==> src/design/mlpt_pkg.sv <==
// Shared types and constants for the MAC learning port table.
// Holds table sizes, stream field widths, controller state and command types.
// No dependencies.
`timescale 1ns / 1ps
`default_nettype none
package mlpt_pkg;

   localparam int TABLE_DEPTH = 16;
   localparam int NUM_PORTS   = 8;

   localparam int MAC_W       = 48;
   localparam int PORT_W      = 3;
   localparam int FLOOD_W     = 8;
   localparam int REQ_TDATA_W = 56;
   localparam int RSP_TDATA_W = 16;

   localparam logic [FLOOD_W-1:0] FLOOD_ALL =
      (NUM_PORTS >= FLOOD_W) ? {FLOOD_W{1'b1}} : FLOOD_W'((1 << NUM_PORTS) - 1);

   localparam logic KIND_LEARN   = 1'b0;
   localparam logic KIND_FORWARD = 1'b1;

   typedef enum logic {
      ST_IDLE,
      ST_EXEC
   } mlpt_state_type;

   typedef struct packed {
      logic load;
      logic commit;
   } mlpt_cmd_type;

endpackage
`default_nettype wire

==> src/design/mac_learning_port_table_top.sv <==
// Top level of the MAC learning port table.
// Joins the controller and the datapath to the request and response streams.
// Depends on mlpt_pkg, mlpt_ctrl and mlpt_datapath.
//
// Each request item either learns a station address on a port (tuser low) or
// looks up a destination address (tuser high). Every request item gives
// exactly one response item with the hit flag, the stored port, the flood mask
// for a forward miss, and the learned and table-full flags.
// A request item is taken into the request register in the idle state and
// compared against all table entries in parallel in the execute state; the
// result then goes to the output register. The block takes no new item until
// it is through with the last, by the controller's accept-then-execute sequence.
// The response sits in an output register, so a new request item is taken
// while an earlier response still waits. If the receiver stalls, the block
// holds the finished lookup until the output register frees and takes no new
// item meanwhile; nothing is lost.
// Reset clears all entry valid bits, the controller and the response valid
// flag; the table is ready in the first cycle after reset.
`timescale 1ns / 1ps
`default_nettype none
module mac_learning_port_table_top (
   input  wire                                 clock,
   input  wire                                 reset,
   input  wire                                 req_tvalid,
   output logic                                req_tready,
   input  wire  [mlpt_pkg::REQ_TDATA_W-1:0]    req_tdata,  // mac, port_in, zero fill
   input  wire                                 req_tuser,  // kind
   output logic                                rsp_tvalid,
   input  wire                                 rsp_tready,
   output logic [mlpt_pkg::RSP_TDATA_W-1:0]    rsp_tdata   // hit, stored port, flood_mask,
                                                           // learned, table_full, zero fill
);
   import mlpt_pkg::*;

   mlpt_cmd_type cmd;

   mlpt_ctrl u_ctrl (
      .clock      (clock),
      .reset      (reset),
      .req_tvalid (req_tvalid),
      .req_tready (req_tready),
      .rsp_tvalid (rsp_tvalid),
      .rsp_tready (rsp_tready),
      .cmd        (cmd)
   );

   mlpt_datapath u_datapath (
      .clock    (clock),
      .reset    (reset),
      .cmd      (cmd),
      .req_kind (req_tuser),
      .req_mac  (req_tdata[MAC_W-1:0]),
      .req_port (req_tdata[MAC_W+PORT_W-1:MAC_W]),
      .rsp_data (rsp_tdata)
   );

endmodule
`default_nettype wire

==> src/design/mlpt_ctrl.sv <==
// Controller for the MAC learning port table.
// Sequences accept, table lookup and commit, and owns the result valid flag.
// Depends on mlpt_pkg.
`timescale 1ns / 1ps
`default_nettype none
module mlpt_ctrl (
   input  wire                   clock,
   input  wire                   reset,
   input  wire                   req_tvalid,
   output logic                  req_tready,
   output logic                  rsp_tvalid,
   input  wire                   rsp_tready,
   output mlpt_pkg::mlpt_cmd_type cmd
);
   import mlpt_pkg::*;

   mlpt_state_type state_ff;
   mlpt_state_type state_in;
   logic           out_valid_ff;
   logic           out_valid_in;
   logic           slot_free;

   assign slot_free = !out_valid_ff || rsp_tready;

   always_comb begin
      state_in = state_ff;
      unique case (state_ff)
         ST_IDLE: begin
            if (req_tvalid) begin
               state_in = ST_EXEC;
            end
         end
         ST_EXEC: begin
            if (slot_free) begin
               state_in = ST_IDLE;
            end
         end
         default: begin
            state_in = ST_IDLE;
         end
      endcase
   end

   always_comb begin
      req_tready = 1'b0;
      cmd.load   = 1'b0;
      cmd.commit = 1'b0;
      unique case (state_ff)
         ST_IDLE: begin
            req_tready = 1'b1;
            cmd.load   = req_tvalid;
         end
         ST_EXEC: begin
            cmd.commit = slot_free;
         end
         default: begin
            req_tready = 1'b0;
         end
      endcase
   end

   always_comb begin
      out_valid_in = out_valid_ff;
      if (cmd.commit) begin
         out_valid_in = 1'b1;
      end else if (rsp_tready) begin
         out_valid_in = 1'b0;
      end
   end

   assign rsp_tvalid = out_valid_ff;

   always_ff @(posedge clock) begin
      if (reset) begin
         state_ff     <= ST_IDLE;
         out_valid_ff <= 1'b0;
      end else begin
         state_ff     <= state_in;
         out_valid_ff <= out_valid_in;
      end
   end

endmodule
`default_nettype wire

==> src/design/mlpt_datapath.sv <==
// Datapath for the MAC learning port table.
// Holds the request register, the address table with parallel compare and the result register.
// Depends on mlpt_pkg.
`timescale 1ns / 1ps
`default_nettype none
module mlpt_datapath (
   input  wire                                 clock,
   input  wire                                 reset,
   input  mlpt_pkg::mlpt_cmd_type              cmd,
   input  wire                                 req_kind,
   input  wire  [mlpt_pkg::MAC_W-1:0]          req_mac,
   input  wire  [mlpt_pkg::PORT_W-1:0]         req_port,
   output logic [mlpt_pkg::RSP_TDATA_W-1:0]    rsp_data
);
   import mlpt_pkg::*;

   logic                   kind_ff;
   logic [MAC_W-1:0]       mac_ff;
   logic [PORT_W-1:0]      port_ff;

   logic [TABLE_DEPTH-1:0] valid_ff;
   logic [MAC_W-1:0]       addr_ff [TABLE_DEPTH];
   logic [PORT_W-1:0]      eport_ff [TABLE_DEPTH];

   logic [TABLE_DEPTH-1:0] match_vec;
   logic [TABLE_DEPTH-1:0] match_oh;
   logic [TABLE_DEPTH-1:0] free_vec;
   logic [TABLE_DEPTH-1:0] free_oh;
   logic [TABLE_DEPTH-1:0] write_vec;
   logic                   any_match;
   logic                   any_free;
   logic [PORT_W-1:0]      hit_port;
   logic [FLOOD_W-1:0]     flood;
   logic                   learned;
   logic                   table_full;
   logic [RSP_TDATA_W-1:0] rsp_data_ff;
   logic [RSP_TDATA_W-1:0] rsp_data_in;

   always_ff @(posedge clock) begin
      if (cmd.load) begin
         kind_ff <= req_kind;
         mac_ff  <= req_mac;
         port_ff <= req_port;
      end
   end

   always_comb begin
      for (int i = 0; i < TABLE_DEPTH; i++) begin
         match_vec[i] = valid_ff[i] && (addr_ff[i] == mac_ff);
      end
   end

   assign free_vec  = ~valid_ff;
   assign match_oh  = match_vec & (~match_vec + {{(TABLE_DEPTH-1){1'b0}}, 1'b1});
   assign free_oh   = free_vec & (~free_vec + {{(TABLE_DEPTH-1){1'b0}}, 1'b1});
   assign any_match = |match_vec;
   assign any_free  = |free_vec;

   always_comb begin
      hit_port = '0;
      for (int i = 0; i < TABLE_DEPTH; i++) begin
         hit_port = hit_port | (eport_ff[i] & {PORT_W{match_oh[i]}});
      end
   end

   always_comb begin
      flood = '0;
      if (kind_ff == KIND_FORWARD && !any_match) begin
         flood = FLOOD_ALL;
         if (32'(port_ff) < 32'(NUM_PORTS)) begin
            flood[port_ff] = 1'b0;
         end
      end
   end

   assign learned    = (kind_ff == KIND_LEARN) && !any_match && any_free;
   assign table_full = (kind_ff == KIND_LEARN) && !any_match && !any_free;
   assign write_vec  = (cmd.commit && learned) ? free_oh : '0;

   always_ff @(posedge clock) begin
      if (reset) begin
         valid_ff <= '0;
      end else begin
         valid_ff <= valid_ff | write_vec;
      end
   end

   always_ff @(posedge clock) begin
      for (int i = 0; i < TABLE_DEPTH; i++) begin
         if (write_vec[i]) begin
            addr_ff[i]  <= mac_ff;
            eport_ff[i] <= port_ff;
         end
      end
   end

   assign rsp_data_in = {2'b00, table_full, learned, flood, hit_port, any_match};

   always_ff @(posedge clock) begin
      if (cmd.commit) begin
         rsp_data_ff <= rsp_data_in;
      end
   end

   assign rsp_data = rsp_data_ff;

endmodule
`default_nettype wire

==> config.mk <==
export PLATFORM = sky130hd
export DESIGN_NAME = mac_learning_port_table_top
export DESIGN_NICKNAME = d
export VERILOG_FILES = /design/src/design/mlpt_pkg.sv /design/src/design/mac_learning_port_table_top.sv /design/src/design/mlpt_ctrl.sv /design/src/design/mlpt_datapath.sv
export SDC_FILE = /design/constraint.sdc
export NUM_CORES = 1
export LEC_CHECK = 0
export BUFFER_PORTS_ARGS = -buffer_cell sky130_fd_sc_hd__buf_4
export CORE_MARGIN = 3
export CORE_UTILIZATION = 50
export DETAILED_ROUTE_END_ITERATION = 12
export PLACE_DENSITY = 0.68
export SLEW_MARGIN = 20
export SYNTH_ARGS = -nofsm -noshare
export SYNTH_HDL_FRONTEND = slang
export SYNTH_SLANG_ARGS = --single-unit
export TNS_END_PERCENT = 5
==> constraint.sdc <==
create_clock -name clock -period 8.26 [get_ports clock]
set_input_delay 1.239 -clock clock [delete_from_list [all_inputs] [get_ports clock]]
set_output_delay 1.239 -clock clock [all_outputs]
set_load 0.01 [all_outputs]
==> summary.txt <==
Clk Latency, worst-skew pair: 0.63 ns
Residual DRC count: 0
Final net count: 2525
Port Buffers: 71
Async S/R FF share, synth: 0%
Cell with the most instances after synthesis: edfxtp_1
Required time worst endpoint: 8.56 ns
Clock Path Buffers: 3
CP Capture Type: register
Core footprint: 74570 um^2
Hold WC Path Type: reg -> reg
DR vias/cell: 5.855
FP Rows: 100
Final min period: 5.283 ns
Crit path DAT: 5.59 ns
Max-cap viol count: 0
Post_cts resized: 0
Hold-fix buffers at CTS: 0
Status: finished, final reports clean
Yosys reg bits: 900
Starting Density: 50.59%
Num CTS Buffers: 89
Worst clock skew: 0.02340 ns
Ys flop type: edfxtp_1
Die Y: 280.7 um
Detail Route Antenna Nets: 0
Share of layout cells above drive strength 1: 12.35%
Synth cell count leaders: edfxtp_1, xnor2_1, xor2_1
Max-Slew Margin vs Limit: 18.11%
Post-CTS Setup Inserts: 0
Number of DRC markers in iteration 0: 2189
Synth top area cells: edfxtp_1, xnor2_1, xor2_1, nand4_1, nor4_1
Die Width: 280.7 um
Final hold vios: 0
P_leak: 13.39 nW
Gpl congestion: 0.8380
Via Count: 20530
Synth top area share: 70.20%
Reg clk slew, reported paths: 0.06 ns
Largest net degree at the start of global routing: 53
1st-pass router iterations: 6
Reg2reg path depth: 10
CTS tree: yes
Max Fclk: 0.1893 GHz
Worst slew pin tran: 1.228 ns
Crit Path Max Fanout: 22
Htree depth: 3
Post-Route WL: 93260 um
Global-route wire length before repair: 134800 um
Peak VDD IR: 0.2105 mV
Antenna violations before repair: 4
Crit path kind: reg -> reg
Fin. max-slew vios: 0
WL/cell: 26.59 um
Sequential share of the synthesized area: 71.16%
Top Ports: 79
Area growth syn-to-layout: 11.32%
Setup TNS Final: 0 ns
DIE AREA: 78790 um^2
Post-synth EDFFs: 882
YS warnings: 0
Gate Count Post-Synth: 2335
CTS Root Cell: clkbuf_16
Hold path depth: 2
Synth area leader: edfxtp_1
RSZ-0062 raised after global routing: no
Synth cell types: 64
Final core occ: 56.32%
Avg Cell Area, Syn: 16.16 um^2
# clock sinks: 900
CP startpoint kind: register
Synth Cell Area: 37730 um^2
Vias in the first global route: 20370
Total GRT Usage: 23.60%
GRT Residual Overflow: 0
Hpwl dp: 51970 um
PD cells: 229.0 nW/um^2
Final Setup Violations: 0
Tcrit/Tclk final: 63.96%
[stage by stage]
step	cells	total power [mW]	instance area (um^2)	hold slack, ns	worst slack [ns]
after global placement	3342	5.740	39160	0.4759	2.816
after global routing	3504	9.900	41990	0.5335	2.757
after detailed placement	3342	5.757	39170	0.4971	3.020
after floorplan	2336	5.543	37730	0.4484	0.2210
after CTS	3504	9.680	41990	0.5051	2.997
final	3507	9.616	42000	0.5071	2.977
[cell families (layout without fill, tap and decap cells)]
group / Yosys count / after routing / share of synthesized area [%]
AND/OR/NAND/NOR: 422 / 422 / 6.550
XOR/XNOR: 672 / 672 / 15.62
other: 1 / 5 / 0.009940
AO/OA/AOI/OAI: 151 / 151 / 3.237
multiplexers: 3 / 3 / 0.07960
flip-flops: 900 / 900 / 71.16
buffers and inverters: 186 / 385 / 3.346
[registers in the layout, summed over array words and instances, names as in the netlist]
signal and flops:
u_datapath.addr_ff 768, u_datapath.eport_ff 48, u_datapath.mac_ff 48, u_datapath.valid_ff 16, u_datapath.rsp_data 14, u_datapath.port_ff 3
u_ctrl.rsp_tvalid 1, u_ctrl.state_ff 1, u_datapath.kind_ff 1
[final timing paths]
check,start,end,slack (ns)
worst max register to register,u_datapath.mac_ff[41]$_DFFE_PP_,u_datapath.addr_ff[1][237]$_DFFE_PP_,2.98
worst min register to register,u_ctrl.rsp_tvalid$_SDFFE_PP0P_,u_ctrl.rsp_tvalid$_SDFFE_PP0P_,0.51
worst max-delay path,u_datapath.mac_ff[41]$_DFFE_PP_,u_datapath.addr_ff[1][237]$_DFFE_PP_,2.98
worst min-delay path,u_ctrl.rsp_tvalid$_SDFFE_PP0P_,u_ctrl.rsp_tvalid$_SDFFE_PP0P_,0.51
[worst max-delay path, cell delays in order (launching register included)]
cell,delay [ns]
edfxtp_1,1.10
buf_4,0.50
xnor2_1,0.13
nand2_1,0.07
nor4_1,0.07
nand4_1,0.34
nand2_1,0.27
nor4_4,0.65
nand2_2,0.55
nor3_4,0.85
buf_4,0.40
[power by group]
part           switching (mW)  internal (mW)
clock network            1.66           2.30
logic                   0.379          0.176
registers              0.0411           5.06
[metal layers]
layer / track usage [%] / share of wire (%)
met1: 32.41 / 42
met2: 39.05 / 48
met3: 3.356 / 7.0
met4: 7.997 / 3.1
met5: 0 / 0
[layout make-up]
type / count / area [um^2]
inverter: 78 / 294.0
timing repair buffer: 145 / 1101
clock inverter: 49 / 460.4
sequential: 900 / 26850
multi-input combinational: 1250 / 9718
clock buffer: 113 / 2360
antenna: 3 / 7.507
tap: 969 / 1212
fill: 5754 / 32570
[cells in the final DEF, fill, tap and decap left out, drive strengths merged, types with 13 or more instances in the layout]
cell type  instances
xor2             278
o221ai            16
nand4            110
o2111ai           15
clkinv            37
nor3              28
o211ai            13
dfxtp             18
nand2b            34
o22ai             14
buf              145
nor2              43
nand3             29
nand2             33
nor4             100
a21oi             13
edfxtp           882
xnor2            394
clkbuf           113
inv               80
Power figures use the tool's default switching activity.
